## config.mk

```make
export PLATFORM = sky130hd
export DESIGN_NAME = aim_settle_burst_sequencer_unit_flat
export DESIGN_NICKNAME = d
export VERILOG_FILES = /design/src/sv/asbs_pkg.sv /design/src/sv/asbs_if.sv /design/src/sv/aim_settle_burst_sequencer_unit.sv /design/src/flat_wrapper.sv
export SDC_FILE = /design/constraint.sdc
export NUM_CORES = 1
export LEC_CHECK = 0
export BUFFER_PORTS_ARGS = -buffer_cell sky130_fd_sc_hd__buf_2
export CAP_MARGIN = 40
export CORE_MARGIN = 3
export CORE_UTILIZATION = 61
export DETAILED_ROUTE_END_ITERATION = 8
export HOLD_SLACK_MARGIN = 0.03
export PLACE_DENSITY = 0.87
export SYNTH_ARGS = -nofsm -noshare
export SYNTH_HDL_FRONTEND = slang
export SYNTH_SLANG_ARGS = --single-unit
```

## constraint.sdc

```tcl
create_clock -name clk -period 6.9 [get_ports clk]
set_input_delay 0 -clock clk [delete_from_list [all_inputs] [get_ports clk]]
set_output_delay 0 -clock clk [all_outputs]
set_load 0.005 [all_outputs]
```

## src/sv/asbs_pkg.sv

```systemverilog
// Shared types and constants of the aim-settle burst sequencer.
`default_nettype none

package asbs_pkg;

	localparam int PADDR_W = 5;
	localparam int PDATA_W = 32;

	typedef enum logic [2:0] {
		PH_IDLE   = 3'd0,
		PH_MOVE   = 3'd1,
		PH_SETTLE = 3'd2,
		PH_OPEN   = 3'd3,
		PH_COOL   = 3'd4
	} phase_t;

	typedef enum logic [1:0] {
		REQ_SHOT  = 2'd0,
		REQ_TICK  = 2'd1,
		REQ_ABORT = 2'd2
	} req_kind_t;

	typedef enum logic [1:0] {
		RJ_NONE     = 2'd0,
		RJ_BUSY     = 2'd1,
		RJ_COOL     = 2'd2,
		RJ_DURATION = 2'd3
	} reject_t;

	typedef enum logic [2:0] {
		CFG_MAX_BURST    = 3'd0,
		CFG_MOVE_TIMEOUT = 3'd1,
		CFG_SETTLE_TOL   = 3'd2,
		CFG_SETTLE_MS    = 3'd3,
		CFG_COOLDOWN     = 3'd4
	} cfg_idx_t;

	localparam logic [15:0] MAX_BURST_RST    = 16'd1000;
	localparam logic [15:0] MOVE_TIMEOUT_RST = 16'd5000;
	localparam logic [14:0] SETTLE_TOL_RST   = 15'd64;
	localparam logic [15:0] SETTLE_MS_RST    = 16'd200;
	localparam logic [15:0] COOLDOWN_RST     = 16'd2000;

endpackage

`default_nettype wire

```

## src/sv/asbs_if.sv

```systemverilog
// Valid/ready word channels for the sequencer's input items and results.
`default_nettype none

interface asbs_in_if;
	logic               valid;
	logic               ready;
	logic [1:0]         req_type;
	logic [31:0]        now_ms;
	logic signed [15:0] target_pan;
	logic signed [15:0] target_tilt;
	logic [15:0]        burst_ms;
	logic signed [15:0] measured_pan;
	logic signed [15:0] measured_tilt;

	modport source (
		output valid, req_type, now_ms, target_pan, target_tilt, burst_ms,
		       measured_pan, measured_tilt,
		input  ready
	);
	modport sink (
		input  valid, req_type, now_ms, target_pan, target_tilt, burst_ms,
		       measured_pan, measured_tilt,
		output ready
	);
endinterface

interface asbs_out_if;
	logic        valid;
	logic        ready;
	logic        accepted;
	logic [1:0]  reject_reason;
	logic        valve_open;
	logic [2:0]  phase;
	logic [31:0] shot_count;

	modport source (
		output valid, accepted, reject_reason, valve_open, phase, shot_count,
		input  ready
	);
	modport sink (
		input  valid, accepted, reject_reason, valve_open, phase, shot_count,
		output ready
	);
endinterface

`default_nettype wire

```

## src/sv/aim_settle_burst_sequencer_unit.sv

```systemverilog
// Top level of the aim-settle burst sequencer: input stage, phase logic, result register.
`default_nettype none

// The block sequences one aimed valve burst through idle, move, settle, open
// and cooldown. Each word on the item channel is a shot request, a time tick
// or an abort stamped with a wrapping millisecond time; each one produces
// exactly one word on the result channel, in order.
// An item is captured in an input stage register, the next phase and the
// result are formed by one pass of compare logic (a 32-bit elapsed-time
// subtract and compare, two angle error compares), and both the state and
// the result register load at the same edge. An item passes through the
// input stage register and then the result register, and one item is taken
// every cycle as long as the receiver keeps up.
// When the receiver stalls, the result register holds its word and the input
// stage holds one more item; item ready drops only when both are full, so
// nothing is lost or repeated.
// Reset clears the phase to idle, the valve to closed, the shot counter and
// the time stamp to zero, and loads the configuration registers with their
// defaults. Configuration is written over the APB port, register i at byte
// address 4*i; pready is always high and reads return the register value.
module aim_settle_burst_sequencer_unit (
	input  wire                          clk,
	input  wire                          arst_n,
	input  wire                          psel,
	input  wire                          penable,
	input  wire                          pwrite,
	input  wire [asbs_pkg::PADDR_W-1:0]  paddr,
	input  wire [asbs_pkg::PDATA_W-1:0]  pwdata,
	output logic [asbs_pkg::PDATA_W-1:0] prdata,
	output logic                         pready,
	asbs_in_if.sink                      item,
	asbs_out_if.source                   result
);
	import asbs_pkg::*;

	// Configuration registers.
	logic [15:0] max_burst_q;
	logic [15:0] move_timeout_q;
	logic [14:0] settle_tol_q;
	logic [15:0] settle_ms_q;
	logic [15:0] cooldown_q;

	// Input stage.
	logic               v_s1;
	req_kind_t          kind_s1;
	logic [31:0]        now_s1;
	logic signed [15:0] tpan_s1;
	logic signed [15:0] ttilt_s1;
	logic [15:0]        burst_s1;
	logic signed [15:0] mpan_s1;
	logic signed [15:0] mtilt_s1;

	// Sequencer state.
	phase_t             phase_q;
	logic [31:0]        stamp_q;
	logic signed [15:0] lpan_q;
	logic signed [15:0] ltilt_q;
	logic [15:0]        lburst_q;
	logic               valve_q;
	logic [31:0]        shot_q;

	// Next state and result.
	phase_t             phase_d;
	logic [31:0]        stamp_d;
	logic signed [15:0] lpan_d;
	logic signed [15:0] ltilt_d;
	logic [15:0]        lburst_d;
	logic               valve_d;
	logic [31:0]        shot_d;
	logic               acc_d;
	reject_t            why_d;

	// Result register.
	logic               out_v_q;
	logic               acc_q;
	reject_t            why_q;
	logic               valve_out_q;
	phase_t             phase_out_q;
	logic [31:0]        shot_out_q;

	logic               adv;
	logic               cfg_wr;
	cfg_idx_t           cfg_idx;
	logic [31:0]        elapsed;
	logic signed [16:0] dpan;
	logic signed [16:0] dtilt;
	logic [16:0]        apan;
	logic [16:0]        atilt;
	logic               arrived;

	// ---------------------------------------------------------------- APB port
	assign pready  = 1'b1;
	assign cfg_idx = cfg_idx_t'(paddr[4:2]);
	assign cfg_wr  = psel && penable && pwrite && pready;

	always_ff @(posedge clk or negedge arst_n) begin
		if (!arst_n) begin
			max_burst_q    <= MAX_BURST_RST;
			move_timeout_q <= MOVE_TIMEOUT_RST;
			settle_tol_q   <= SETTLE_TOL_RST;
			settle_ms_q    <= SETTLE_MS_RST;
			cooldown_q     <= COOLDOWN_RST;
		end else if (cfg_wr) begin
			case (cfg_idx)
				CFG_MAX_BURST:    max_burst_q    <= pwdata[15:0];
				CFG_MOVE_TIMEOUT: move_timeout_q <= pwdata[15:0];
				CFG_SETTLE_TOL:   settle_tol_q   <= pwdata[14:0];
				CFG_SETTLE_MS:    settle_ms_q    <= pwdata[15:0];
				CFG_COOLDOWN:     cooldown_q     <= pwdata[15:0];
				default: ;
			endcase
		end
	end

	always_comb begin
		case (cfg_idx)
			CFG_MAX_BURST:    prdata = {16'd0, max_burst_q};
			CFG_MOVE_TIMEOUT: prdata = {16'd0, move_timeout_q};
			CFG_SETTLE_TOL:   prdata = {17'd0, settle_tol_q};
			CFG_SETTLE_MS:    prdata = {16'd0, settle_ms_q};
			CFG_COOLDOWN:     prdata = {16'd0, cooldown_q};
			default:          prdata = '0;
		endcase
	end

	// ------------------------------------------------------------ handshakes
	// The input stage moves on whenever the result register is empty or is
	// being emptied in the same cycle.
	assign adv        = v_s1 && (!out_v_q || result.ready);
	assign item.ready = !v_s1 || adv;

	always_ff @(posedge clk or negedge arst_n) begin
		if (!arst_n) begin
			v_s1 <= 1'b0;
		end else if (item.ready) begin
			v_s1 <= item.valid;
		end
	end

	always_ff @(posedge clk) begin
		if (item.ready && item.valid) begin
			kind_s1  <= req_kind_t'(item.req_type);
			now_s1   <= item.now_ms;
			tpan_s1  <= item.target_pan;
			ttilt_s1 <= item.target_tilt;
			burst_s1 <= item.burst_ms;
			mpan_s1  <= item.measured_pan;
			mtilt_s1 <= item.measured_tilt;
		end
	end

	// ------------------------------------------------------------ phase logic
	// Elapsed time wraps modulo two to the 32, so a plain subtract is exact.
	assign elapsed = now_s1 - stamp_q;

	// Angle errors need one extra bit; their magnitudes fit in 17 bits unsigned.
	assign dpan    = 17'(signed'({mpan_s1[15], mpan_s1})) - 17'(signed'({lpan_q[15], lpan_q}));
	assign dtilt   = 17'(signed'({mtilt_s1[15], mtilt_s1})) - 17'(signed'({ltilt_q[15], ltilt_q}));
	assign apan    = dpan[16] ? 17'(-dpan) : 17'(dpan);
	assign atilt   = dtilt[16] ? 17'(-dtilt) : 17'(dtilt);
	assign arrived = (apan <= {2'd0, settle_tol_q}) && (atilt <= {2'd0, settle_tol_q});

	always_ff @(posedge clk or negedge arst_n) begin
		if (!arst_n) begin
			phase_q  <= PH_IDLE;
			stamp_q  <= '0;
			lpan_q   <= '0;
			ltilt_q  <= '0;
			lburst_q <= '0;
			valve_q  <= 1'b0;
			shot_q   <= '0;
		end else if (adv) begin
			phase_q  <= phase_d;
			stamp_q  <= stamp_d;
			lpan_q   <= lpan_d;
			ltilt_q  <= ltilt_d;
			lburst_q <= lburst_d;
			valve_q  <= valve_d;
			shot_q   <= shot_d;
		end
	end

	always_comb begin
		phase_d  = phase_q;
		stamp_d  = stamp_q;
		lpan_d   = lpan_q;
		ltilt_d  = ltilt_q;
		lburst_d = lburst_q;
		valve_d  = valve_q;
		shot_d   = shot_q;
		acc_d    = 1'b0;
		why_d    = RJ_NONE;
		case (kind_s1)
			REQ_SHOT: begin
				if (phase_q != PH_IDLE) begin
					why_d = (phase_q == PH_COOL) ? RJ_COOL : RJ_BUSY;
				end else if (burst_s1 == 16'd0) begin
					why_d = RJ_DURATION;
				end else begin
					lpan_d   = tpan_s1;
					ltilt_d  = ttilt_s1;
					lburst_d = (burst_s1 > max_burst_q) ? max_burst_q : burst_s1;
					phase_d  = PH_MOVE;
					stamp_d  = now_s1;
					acc_d    = 1'b1;
				end
			end
			REQ_TICK: begin
				case (phase_q)
					PH_MOVE: begin
						// A timeout wins over arrival on the same tick.
						if (elapsed >= {16'd0, move_timeout_q}) begin
							phase_d = PH_IDLE;
						end else if (arrived) begin
							phase_d = PH_SETTLE;
							stamp_d = now_s1;
						end
					end
					PH_SETTLE: begin
						if (elapsed >= {16'd0, settle_ms_q}) begin
							phase_d = PH_OPEN;
							stamp_d = now_s1;
							valve_d = 1'b1;
						end
					end
					PH_OPEN: begin
						if (elapsed >= {16'd0, lburst_q}) begin
							valve_d = 1'b0;
							shot_d  = shot_q + 32'd1;
							phase_d = PH_COOL;
							stamp_d = now_s1;
						end
					end
					PH_COOL: begin
						if (elapsed >= {16'd0, cooldown_q}) begin
							phase_d = PH_IDLE;
						end
					end
					default: ;
				endcase
			end
			REQ_ABORT: begin
				case (phase_q)
					PH_MOVE, PH_SETTLE: begin
						valve_d = 1'b0;
						phase_d = PH_IDLE;
					end
					PH_OPEN: begin
						// A burst cut short still counts as a shot.
						valve_d = 1'b0;
						shot_d  = shot_q + 32'd1;
						phase_d = PH_COOL;
						stamp_d = now_s1;
					end
					PH_COOL: valve_d = 1'b0;
					default: ;
				endcase
			end
			default: ;
		endcase
	end

	// ---------------------------------------------------------- result register
	always_ff @(posedge clk or negedge arst_n) begin
		if (!arst_n) begin
			out_v_q <= 1'b0;
		end else if (adv) begin
			out_v_q <= 1'b1;
		end else if (result.ready) begin
			out_v_q <= 1'b0;
		end
	end

	always_ff @(posedge clk) begin
		if (adv) begin
			acc_q       <= acc_d;
			why_q       <= why_d;
			valve_out_q <= valve_d;
			phase_out_q <= phase_d;
			shot_out_q  <= shot_d;
		end
	end

	assign result.valid         = out_v_q;
	assign result.accepted      = acc_q;
	assign result.reject_reason = why_q;
	assign result.valve_open    = valve_out_q;
	assign result.phase         = phase_out_q;
	assign result.shot_count    = shot_out_q;

`ifndef ASSERT_OFF
	// The valve is driven exactly while a burst is open.
	a_valve_phase: assert property (@(posedge clk) disable iff (!arst_n)
		valve_q == (phase_q == PH_OPEN))
		else $error("valve level disagrees with phase");

	// The shot counter only steps by one, on leaving the open phase.
	a_shot_step: assert property (@(posedge clk) disable iff (!arst_n)
		!$stable(shot_q) |-> (shot_q == $past(shot_q) + 32'd1) &&
			($past(phase_q) == PH_OPEN) && (phase_q == PH_COOL))
		else $error("shot counter changed outside a burst end");

	// A held input stage item is not dropped while the result side stalls.
	a_hold_s1: assert property (@(posedge clk) disable iff (!arst_n)
		v_s1 && !adv |=> v_s1)
		else $error("stalled input stage item lost");

	// An accepted request always reports the move phase.
	a_acc_move: assert property (@(posedge clk) disable iff (!arst_n)
		out_v_q && acc_q |-> (phase_out_q == PH_MOVE) && (why_q == RJ_NONE))
		else $error("accepted request without move phase");
`endif

endmodule

`default_nettype wire
```

## src/flat_wrapper.sv

```systemverilog
// flat-port wrapper written by rule: the top's interface ports become plain ports
module aim_settle_burst_sequencer_unit_flat import asbs_pkg::*;
  (clk, arst_n, psel, penable, pwrite, paddr, pwdata, prdata, pready, item_valid, item_req_type, item_now_ms, item_target_pan, item_target_tilt, item_burst_ms, item_measured_pan, item_measured_tilt, item_ready, result_valid, result_accepted, result_reject_reason, result_valve_open, result_phase, result_shot_count, result_ready);
  asbs_in_if item_i ();
  asbs_out_if result_i ();
  input  wire clk;
  input  wire arst_n;
  input  wire psel;
  input  wire penable;
  input  wire pwrite;
  input  wire [asbs_pkg::PADDR_W-1:0] paddr;
  input  wire [asbs_pkg::PDATA_W-1:0] pwdata;
  output logic [asbs_pkg::PDATA_W-1:0] prdata;
  output logic pready;
  input wire logic [$bits(item_i.valid)-1:0] item_valid;
  input wire logic [$bits(item_i.req_type)-1:0] item_req_type;
  input wire logic [$bits(item_i.now_ms)-1:0] item_now_ms;
  input wire logic [$bits(item_i.target_pan)-1:0] item_target_pan;
  input wire logic [$bits(item_i.target_tilt)-1:0] item_target_tilt;
  input wire logic [$bits(item_i.burst_ms)-1:0] item_burst_ms;
  input wire logic [$bits(item_i.measured_pan)-1:0] item_measured_pan;
  input wire logic [$bits(item_i.measured_tilt)-1:0] item_measured_tilt;
  output wire logic [$bits(item_i.ready)-1:0] item_ready;
  output wire logic [$bits(result_i.valid)-1:0] result_valid;
  output wire logic [$bits(result_i.accepted)-1:0] result_accepted;
  output wire logic [$bits(result_i.reject_reason)-1:0] result_reject_reason;
  output wire logic [$bits(result_i.valve_open)-1:0] result_valve_open;
  output wire logic [$bits(result_i.phase)-1:0] result_phase;
  output wire logic [$bits(result_i.shot_count)-1:0] result_shot_count;
  input wire logic [$bits(result_i.ready)-1:0] result_ready;
  assign item_i.valid = item_valid;
  assign item_i.req_type = item_req_type;
  assign item_i.now_ms = item_now_ms;
  assign item_i.target_pan = item_target_pan;
  assign item_i.target_tilt = item_target_tilt;
  assign item_i.burst_ms = item_burst_ms;
  assign item_i.measured_pan = item_measured_pan;
  assign item_i.measured_tilt = item_measured_tilt;
  assign item_ready = item_i.ready;
  assign result_valid = result_i.valid;
  assign result_accepted = result_i.accepted;
  assign result_reject_reason = result_i.reject_reason;
  assign result_valve_open = result_i.valve_open;
  assign result_phase = result_i.phase;
  assign result_shot_count = result_i.shot_count;
  assign result_i.ready = result_ready;
  aim_settle_burst_sequencer_unit u_core (.clk(clk), .arst_n(arst_n), .psel(psel), .penable(penable), .pwrite(pwrite), .paddr(paddr), .pwdata(pwdata), .prdata(prdata), .pready(pready), .item(item_i), .result(result_i));
endmodule
```

## After elaboration in Yosys (flattened, before gate mapping)

Index checks and enable logic that the tools add are counted.

| storage, ports and cells | value |
|---|---|
| register bits | 350 |
| bits of input ports | 158 |

| cells by class | value |
|---|---|
| multiplexer cells | 38 |
| $add $sub $neg | 6 |
| $lt $le $gt $ge | 7 |
| bitwise operators | 3 |
| reductions and logical operators | 25 |
| equal/unequal tests | 18 |

Operators by type and width:

| operator | number |
|---|---|
| $mux W32 | 10 |
| $pmux W32 S3 | 2 |
| $ge A32 B16 Y1 | 4 |
| $pmux W16 S5 | 1 |
| $pmux W32 S2 | 1 |
| $le A17 B15 Y1 | 2 |
| $mux W17 | 2 |
| $neg A17 Y17 | 2 |
| $sub A16 B16 Y17 | 2 |
| $add A32 B1 Y32 const B | 1 |
| $sub A32 B32 Y32 | 1 |
| $mux W3 | 7 |
| $gt A16 B16 Y1 | 1 |
| $logic_not A16 Y1 | 1 |
| $mux W16 | 1 |
| $eq A3 B2 Y1 const B | 4 |
| $pmux W3 S4 | 1 |
| $reduce_and A10 Y1 | 1 |
| $reduce_and A2 Y1 | 5 |
| $ne A3 B2 Y1 const B | 3 |
| $pmux W3 S3 | 1 |
| $eq A3 B1 Y1 const B | 2 |
| $eq A3 B3 Y1 const B | 2 |
| $mux W1 | 6 |
| 20 further kinds | 34 |

## Depth between registers and ports, before layout

Gate-level depths: netlist (run 1).

| logic depth | value |
|---|---|
| depth in word-level cells | 9 |
| mapped depth | 25 |
| gate-level depth less buffers | 23 |

## Worst setup path after synthesis (run 1)

No wires, ideal clock.

| timing | value |
|---|---|
| path type | flip-flop to flip-flop |
| start | register u_core.ltilt_q[0] |
| end | register u_core.stamp_q[10] |
| stages on the path, launching flop included | 25 |
| path slack | 2060 ps |
| path buffers | 2 |
| arrival | 4715 ps |
| period minus slack after synthesis | 4840 ps |
| cell sequence | dfrtp_1 -> ha_1 -> fa_1 -> nand2b_1 -> a21oi_1 -> o2111ai_1 -> a21boi_0 -> o21ai_0 -> a21oi_1 -> clkbuf_1 -> nor2_1 -> a21oi_1 -> ha_1 -> nor2b_1 -> o21a_1 -> o21a_1 -> o21ai_0 -> nand2b_1 -> a21oi_1 -> o21ai_0 -> o2bb2ai_1 -> nor4_2 -> o41a_4 -> buf_12 -> mux2_4 |

| between the ends | value |
|---|---|
| word-level cells in the longest chain between the ends | 7 |

Ends and longest elaborated chain:

| what | RTL line | source |
|---|---|---|
| start, declared | aim_settle_burst_sequencer_unit.sv:57 | `logic signed [15:0] ltilt_q;` |
| start signal, assigned | aim_settle_burst_sequencer_unit.sv:176 | `ltilt_q <= ltilt_d;` |
| $sub A16 B16 Y17 * | aim_settle_burst_sequencer_unit.sv:158 | `assign dtilt = 17'(signed'({mtilt_s1[15], mtilt_s1})) - 17'(signed'({ltilt_q[15], ltilt_q}));` |
| $neg A17 Y17 | aim_settle_burst_sequencer_unit.sv:160 | `assign atilt = dtilt[16] ? 17'(-dtilt) : 17'(dtilt);` |
| $mux W17 * | aim_settle_burst_sequencer_unit.sv:160 |  |
| $le A17 B15 Y1 * | aim_settle_burst_sequencer_unit.sv:161 | `assign arrived = (apan <= {2'd0, settle_tol_q}) && (atilt <= {2'd0, settle_tol_q});` |
| $logic_and A1 B1 Y1 * | aim_settle_burst_sequencer_unit.sv:161 |  |
| $ne A3 B2 Y1 (no line) * | n/a |  |
| $reduce_and A10 Y1 (no line) * | n/a |  |
| end signal, assigned | aim_settle_burst_sequencer_unit.sv:174 | `stamp_q <= stamp_d;` |
| end, declared | aim_settle_burst_sequencer_unit.sv:55 | `logic [31:0] stamp_q;` |

Every way passes the cells marked *; elsewhere a longest branch is shown, timed or not.
A chain may end at the register's enable or synchronous reset.

## Worst setup path after layout (run 1)

| timing | value |
|---|---|
| start | register u_core.mtilt_s1[0] |
| end | register u_core.stamp_q[31] |

| between the ends | value |
|---|---|
| word-level cells in the longest chain between the ends | 7 |

Ends and longest elaborated chain:

| what | RTL line | source |
|---|---|---|
| start, declared | aim_settle_burst_sequencer_unit.sv:51 | `logic signed [15:0] mtilt_s1;` |
| start signal, assigned | aim_settle_burst_sequencer_unit.sv:148 | `mtilt_s1 <= item.measured_tilt;` |
| $sub A16 B16 Y17 * | aim_settle_burst_sequencer_unit.sv:158 |  |
| $neg A17 Y17 | aim_settle_burst_sequencer_unit.sv:160 |  |
| $mux W17 * | aim_settle_burst_sequencer_unit.sv:160 |  |
| $le A17 B15 Y1 * | aim_settle_burst_sequencer_unit.sv:161 |  |
| $logic_and A1 B1 Y1 * | aim_settle_burst_sequencer_unit.sv:161 |  |
| $ne A3 B2 Y1 (no line) * | n/a |  |
| $reduce_and A10 Y1 (no line) * | n/a |  |

Marks and branches as above.

==> metrics, run 1 <==
outcome completed; vias in the first global route 19,406; critical path data required time 7350 ps; All-Layer GR Usage 0.314; Inserted Clock Buffers 40; max-slew violation count 0; number of synthesized flops with an enable pin 153; vias 19,592; data arrival at the endpoint of the critical path 6460 ps; largest net degree at the start of global routing 69; post-synthesis area per instance 9.78 sq um; clock insertion delay at the later pin of the skew report 580 ps; final HPWL from detailed placement 41,900 microns; H-tree lvl count 2; area fraction of the dominant cell type after synthesis 0.201; final hold violations 0; Die W 199 microns; TritonCTS clock tree built; Routed Wire Length 63,600 microns; maximum cell stage delay along the critical path 600 ps; sum of negative setup slack 0 ps; worst-path cell with the longest stage delay sky130_fd_sc_hd__o41a_4; initial detailed-routing violation count 1,921; floorplan row count 70; kind of launch point of the worst setup path flop; # IOs 232; weighted congestion reported at the end of routability-driven placement 0.932; Clock Pin Slew Worst Setup and Hold Paths 70 ps; buffers plus inverters on the worst setup path 1; count of cell types in the netlist 96; share of synthesized flip-flops with an asynchronous set or reset 0.563; Static Leakage 11.7 nW; time the final worst path needs with I/O delays and setup 6010 ps; Top Family by Delay on Critical Path compound AO/OA/AOI/OAI gates; clock sink count 350; worst r2r dst u_core.stamp_q[31]; DRC 0; Synth Register Bits 350; initial cell density of the core 0.621; worst slack at placement 1190 ps; worst path cell trace inv_1 -> ha_1 -> fa_1 -> nand2b_1 -> a21o_1 -> a311oi_1 -> nand2_1 -> and3b_1 -> a41o_1 -> o21ai_0 -> xnor2_1 -> ha_1 -> a211oi_1 -> nand2_1 -> a211oi_1 -> o21ai_0 -> o2bb2ai_1 -> nor4_2 -> o41a_4 -> mux2_2; number of antenna violations at the first check in global routing 1; Worst Reg2Reg Path Length in Cells 20; Vias per Instance 6.28; launch point of the worst hold path item_target_tilt[14]; final standard cell utilization of the core 0.733; top post-synthesis cells by area sky130_fd_sc_hd__edfxtp_1, sky130_fd_sc_hd__dfrtp_1, sky130_fd_sc_hd__ha_1; worst reg2reg startpoint u_core.mtilt_s1[0]; overall die height 199 microns; period utilization 0.871; nature of the critical path endpoint flop; class of the tightest hold or removal check input pin to flop; netlist area before placement 0.0228 sq mm; most used flip-flop cell after synthesis sky130_fd_sc_hd__dfrtp_1; input/output buffers 196; slew at the pin closest to its max-slew limit 1010 ps; DIE AREA 0.0397 sq mm; endpoint with the worst hold slack u_core.ttilt_s1[14]; number of failing setup endpoints in the final timing report 0; RSZ-0062 raised after global routing no; hold path cells 2; first-pass GRT wire length 100,000 microns; Area Overhead vs Synth 17.9%; post-CTS setup repair buffer count 0; largest voltage drop on the vdd net 0.000289 V; crit path max fanout 32; kind of critical path flop to flop; setup slack of the worst register-to-register path 890 ps; max-cap violation count 0; number of buffers on the longest clock path 3; relative max-transition margin 0.322; Post-synth top cells sky130_fd_sc_hd__nand2_1, sky130_fd_sc_hd__inv_1, sky130_fd_sc_hd__ha_1; first-pass iteration count of the detailed router 8; Clock Skew 26.8 ps; Core Box Area 0.0367 sq mm; remaining antenna violation count 0; post-layout worst setup margin 890 ps; residual overflow from global routing 0; cell taking the most area after synthesis sky130_fd_sc_hd__edfxtp_1; Yosys warning total 0; proportion of layout cells with a drive suffix above 1 0.170; Highest Clock Rate 166 MHz; Seq/Total Area, Yosys 0.419; CTS root buf sky130_fd_sc_hd__clkbuf_16; Post-Synthesis Cells 2,332; PwrDens 385 mW/mm^2; final net count 2,960; start point of the critical path u_core.mtilt_s1[0]; leading cell type by number of instances after synthesis sky130_fd_sc_hd__nand2_1; DR WL/cell 20.4 microns
## flip-flops by register name (all words and copies together), names as in the netlist, 32 cells and up
name / flops
u_core.now_s1: 32
u_core.result.shot_count: 32
u_core.shot_q: 32
u_core.stamp_q: 32
## power by group
| part | internal [mW] | total, mW | switching [mW] |
|---|---|---|---|
| sequential | 2.60 | 2.90 | 0.302 |
| clock | 1.52 | 2.44 | 0.914 |
| combinational | 2.09 | 5.02 | 2.93 |
| total | 6.22 | 10.4 | 4.14 |
## through the flow
step	hold WS [ps]	area [sq um]	power, mW	std cells
after global placement	44.7	23900	7.32	2903
after global routing	135	26900	11.0	3120
after CTS	103	26900	10.2	3118
after detailed placement	41.6	24000	7.64	2908
after floorplan	-296	22900	6.40	2347
final	127	26900	10.4	3120
## worst max path at each step
stage / cells past startpoint / slack, ps / to
floorplan: 24 / 2060 / u_core.stamp_q[10]
global placement: 20 / 1360 / u_core.stamp_q[31]
detailed placement: 19 / 1190 / u_core.stamp_q[31]
CTS: 19 / 1140 / u_core.stamp_q[31]
global route: 20 / 560 / u_core.stamp_q[31]
finish: 20 / 890 / u_core.stamp_q[31]
## area by class of cell
| type | count | area [sq um] |
|---|---|---|
| tap | 468 | 586 |
| clock inverter | 25 | 389 |
| antenna | 1 | 2.50 |
| inverter | 199 | 747 |
| fill | 2482 | 9810 |
| sequential | 350 | 9550 |
| timing repair buffer | 357 | 2590 |
| multi-input combinational | 1671 | 11900 |
| clock buffer | 49 | 1110 |
## worst register-to-register path, cell delays in order, from the launching register on
cell                        delay, ps
sky130_fd_sc_hd__edfxtp_1         380
sky130_fd_sc_hd__inv_1             60
sky130_fd_sc_hd__ha_1             190
sky130_fd_sc_hd__fa_1             400
sky130_fd_sc_hd__nand2b_1         210
sky130_fd_sc_hd__a21o_1           230
sky130_fd_sc_hd__a311oi_1         530
sky130_fd_sc_hd__nand2_1          190
sky130_fd_sc_hd__and3b_1          340
sky130_fd_sc_hd__a41o_1           230
sky130_fd_sc_hd__o21ai_0          160
sky130_fd_sc_hd__xnor2_1          240
sky130_fd_sc_hd__ha_1             300
sky130_fd_sc_hd__a211oi_1         240
sky130_fd_sc_hd__nand2_1          100
sky130_fd_sc_hd__a211oi_1         260
sky130_fd_sc_hd__o21ai_0          190
sky130_fd_sc_hd__o2bb2ai_1        260
sky130_fd_sc_hd__nor4_2           360
sky130_fd_sc_hd__o41a_4           600
sky130_fd_sc_hd__mux2_2           410
## logic make-up (layout without fill, tap and decap cells)
group | Yosys count | in the layout | share of synthesized area
simple gates | 580 | 580 | 0.124
fa+ha+maj | 183 | 183 | 0.101
other cells | 2 | 18 | 0.000329
xor+xnor | 95 | 95 | 0.0365
mux | 144 | 144 | 0.0737
compound gates | 652 | 652 | 0.184
buf+inv | 326 | 630 | 0.0615
flops | 350 | 350 | 0.419
## what timing repair did
item	4_1_cts	5_1_grt
hold buffers	136	0
endpoints found under the hold margin	273	0
resized for setup	0	0
## placed cells by master, fill, tap and decap left out, types with 130 or more instances in the layout
cell type / instances
sky130_fd_sc_hd__ha_1: 180
sky130_fd_sc_hd__dlygate4sd3_1: 136
sky130_fd_sc_hd__nand2_1: 198
sky130_fd_sc_hd__inv_1: 197
sky130_fd_sc_hd__o21ai_0: 168
sky130_fd_sc_hd__a21oi_1: 177
sky130_fd_sc_hd__nor2_1: 130
sky130_fd_sc_hd__edfxtp_1: 153
sky130_fd_sc_hd__buf_2: 195
sky130_fd_sc_hd__dfrtp_1: 176
## per-layer routing
metal / wire (microns) / part of all wire / track usage
met1: 25300 / 0.40 / 0.398
met2: 30200 / 0.48 / 0.526
met3: 4960 / 0.078 / 0.0536
met4: 3110 / 0.049 / 0.155
met5: 0 / 0 / 0
(Power assumes the default switching activity.)
==> inputs of run 2 (changes only) <==
--- a/config.mk
+++ b/config.mk
@@ -8,10 +8,10 @@
 export BUFFER_PORTS_ARGS = -buffer_cell sky130_fd_sc_hd__buf_2
 export CAP_MARGIN = 40
 export CORE_MARGIN = 3
-export CORE_UTILIZATION = 61
+export CORE_UTILIZATION = 55
 export DETAILED_ROUTE_END_ITERATION = 8
 export HOLD_SLACK_MARGIN = 0.03
-export PLACE_DENSITY = 0.87
+export PLACE_DENSITY = 0.8
 export SYNTH_ARGS = -nofsm -noshare
 export SYNTH_HDL_FRONTEND = slang
 export SYNTH_SLANG_ARGS = --single-unit
==> metrics, run 2 (synthesized netlist as in run 1, its figures left out) <==
kind of launch point of the worst setup path flop (unchanged); max-slew violation count 0 (unchanged); start point of the critical path u_core.lpan_q[0] (was u_core.mtilt_s1[0]); final-layout worst hold slack 80.9 ps (was 127 ps); data arrival at the endpoint of the critical path 6310 ps (was 6460 ps); Seq pwr share 0.290 (was 0.280); H-tree lvl count 2 (unchanged); clock share of power 0.215 (was 0.235); Int Power 5.96 mW (was 6.22 mW); DIE AREA 0.0439 sq mm (was 0.0397 sq mm); Area Overhead vs Synth 17.3% (was 17.9%); commonest cells after routing, fill and taps aside sky130_fd_sc_hd__nand2_1, sky130_fd_sc_hd__inv_1, sky130_fd_sc_hd__buf_2 (unchanged); All-Layer GR Usage 0.270 (was 0.314); CTS root buf sky130_fd_sc_hd__clkbuf_16 (unchanged); initial detailed-routing violation count 1,737 (was 1,921); final HPWL from detailed placement 42,200 microns (was 41,900 microns); nature of the critical path endpoint flop (unchanged); TritonCTS clock tree built (unchanged); Clock Skew 25.8 ps (was 26.8 ps); most common library cell in the layout ignoring fill and taps sky130_fd_sc_hd__nand2_1 (unchanged); Highest Clock Rate 170 MHz (was 166 MHz); overall die height 210 microns (was 199 microns); highest-utilization routing layer at the global route stage met2 (unchanged); Core Box Area 0.0404 sq mm (was 0.0367 sq mm); slew at the pin closest to its max-slew limit 920 ps (was 1010 ps); Fillers 3,068 (was 2,482); number of resized instances in the post-cts repair step 0 (unchanged); number of buffers on the longest clock path 3 (unchanged); critical path data required time 7350 ps (about the same); class of the tightest hold or removal check input pin to async pin (was input pin to flop); worst reg2reg startpoint u_core.lpan_q[0] (was u_core.mtilt_s1[0]); Clock Pin Slew Worst Setup and Hold Paths 60 ps (was 70 ps); Worst Reg2Reg Path Length in Cells 20 (unchanged); vias in the first global route 19,049 (was 19,406); number of antenna violations at the first check in global routing 3 (was 1); final net count 2,957 (was 2,960); vias 19,298 (was 19,592); net switching power 4.00 mW (was 4.14 mW); initial cell density of the core 0.565 (was 0.621); sum of negative setup slack 0 ps (unchanged); met1 GRT Util 0.359 (was 0.398); relative max-transition margin 0.382 (was 0.322); Static Leakage 11.6 nW (was 11.7 nW); number of failing setup endpoints in the final timing report 0 (unchanged); Vias per Instance 6.08 (was 6.28); floorplan row count 73 (was 70); weighted congestion reported at the end of routability-driven placement 0.909 (was 0.932); Inserted Clock Buffers 40 (unchanged); time the final worst path needs with I/O delays and setup 5870 ps (was 6010 ps); proportion of layout cells with a drive suffix above 1 0.167 (was 0.170); residual overflow from global routing 0 (unchanged); # IOs 232 (unchanged); final hold violations 0 (unchanged); PwrDens 372 mW/mm^2 (was 385 mW/mm^2); GR met3 Demand/Resource 0.0396 (was 0.0536); FF+latch area 0.00955 sq mm (unchanged); largest net degree at the start of global routing 90 (was 69); combined area of the multi-input logic cells 0.0119 sq mm (unchanged); worst r2r dst u_core.stamp_q[31] (unchanged); first-pass GRT wire length 97,500 microns (was 100,000 microns); crit path max fanout 32 (unchanged); largest voltage drop on the vdd net 0.000234 V (was 0.000289 V); grt met2 use 0.446 (was 0.526); period utilization 0.850 (was 0.871); DR WL/cell 19.1 microns (was 20.4 microns); outcome completed (unchanged); post-CTS setup repair buffer count 0 (unchanged); remaining antenna violation count 0 (unchanged); DRC 0 (unchanged); RSZ-0062 raised after global routing no (unchanged); kind of critical path flop to flop (unchanged); worst slack at placement 1120 ps (was 1190 ps); Die W 210 microns (was 199 microns); input/output buffers 196 (unchanged); post-layout worst setup margin 1030 ps (was 890 ps); clock sink count 350 (unchanged); combinational group share of total power 0.496 (was 0.485); first-pass iteration count of the detailed router 7 (was 8); max-cap violation count 0 (unchanged); setup slack of the worst register-to-register path 1030 ps (was 890 ps); Routed Wire Length 60,800 microns (was 63,600 microns); Switching Share 0.401 (was 0.400); clock insertion delay at the later pin of the skew report 570 ps (was 580 ps)
-- run 2: cell type report --
| type | instances | area share |
|---|---|---|
| Timing Repair Buffer | 354 | 0.0950 |
| Sequential cell | 350 | 0.357 |
| Inverter | 199 | 0.0279 |
| Tap cell | 525 | 0.0246 |
| Antenna cell | 3 | 0.000281 |
| Clock buffer | 60 | 0.0444 |
| Clock inverter | 14 | 0.00519 |
| Multi-Input combinational cell | 1671 | 0.446 |
-- run 2: per-layer routing --
| layer | vias up | share of wire |
|---|---|---|
| li1 | 9042 | - |
| met1 | 9260 | 0.42 |
| met2 | 850 | 0.47 |
| met3 | 146 | 0.066 |
| met4 | 0 | 0.036 |
| met5 | - | 0 |
-- run 2: critical path, cell delays in order (launching register included) --
cell and delay [ps]:
sky130_fd_sc_hd__dfrtp_1 380, sky130_fd_sc_hd__ha_1 240, sky130_fd_sc_hd__fa_1 420, sky130_fd_sc_hd__nor2b_1 220, sky130_fd_sc_hd__o2111ai_1 160, sky130_fd_sc_hd__a31oi_1 430, sky130_fd_sc_hd__a221oi_1 190, sky130_fd_sc_hd__nand2b_1 200
sky130_fd_sc_hd__a31oi_1 490, sky130_fd_sc_hd__a21oi_1 120, sky130_fd_sc_hd__xnor2_1 170, sky130_fd_sc_hd__ha_1 310, sky130_fd_sc_hd__a21oi_1 170, sky130_fd_sc_hd__nor2b_1 60, sky130_fd_sc_hd__o21ai_0 170, sky130_fd_sc_hd__o211ai_1 160
sky130_fd_sc_hd__a211oi_1 270, sky130_fd_sc_hd__o2bb2ai_1 210, sky130_fd_sc_hd__nor4_2 390, sky130_fd_sc_hd__o41a_4 600, sky130_fd_sc_hd__mux2_2 400
-- run 2: power by group through the flow --
stage / Clock, mW / Sequential [mW] / Combinational (mW)
final: 2.14 / 2.89 / 4.94
after global routing: 2.25 / 2.93 / 5.48
after CTS: 2.16 / 2.88 / 4.85
after detailed placement: 0 / 2.91 / 4.75
after global placement: 0 / 2.88 / 4.50
after floorplan: 0 / 2.80 / 3.60
-- run 2: repair_timing --
item | 4_1_cts | 5_1_grt
setup endpoints to repair | 0 | 0
endpoints found under the hold margin | 282 | 0
hold buffers | 134 | 0
-- run 2: how the worst max path moves through the flow --
stage          slack [ps]  depth (start not counted)                 end
2_1_floorplan        2060                         24  u_core.stamp_q[10]
3_3_place_gp         1310                         20  u_core.stamp_q[31]
3_5_place_dp         1120                         20  u_core.stamp_q[31]
4_1_cts              1120                         20  u_core.stamp_q[31]
5_1_grt               610                         20   u_core.stamp_q[0]
6_report             1030                         20  u_core.stamp_q[31]
-- run 2: per-stage QoR --
stage	instances	util	power (mW)	cell area [sq um]
2_1_floorplan	2347	-	6.40	22900
3_3_place_gp	2959	0.595	7.38	24000
3_5_place_dp	2964	0.596	7.66	24100
4_1_cts	3172	0.662	9.89	26700
5_1_grt	3176	0.663	10.7	26800
6_report	3176	0.663	9.96	26800
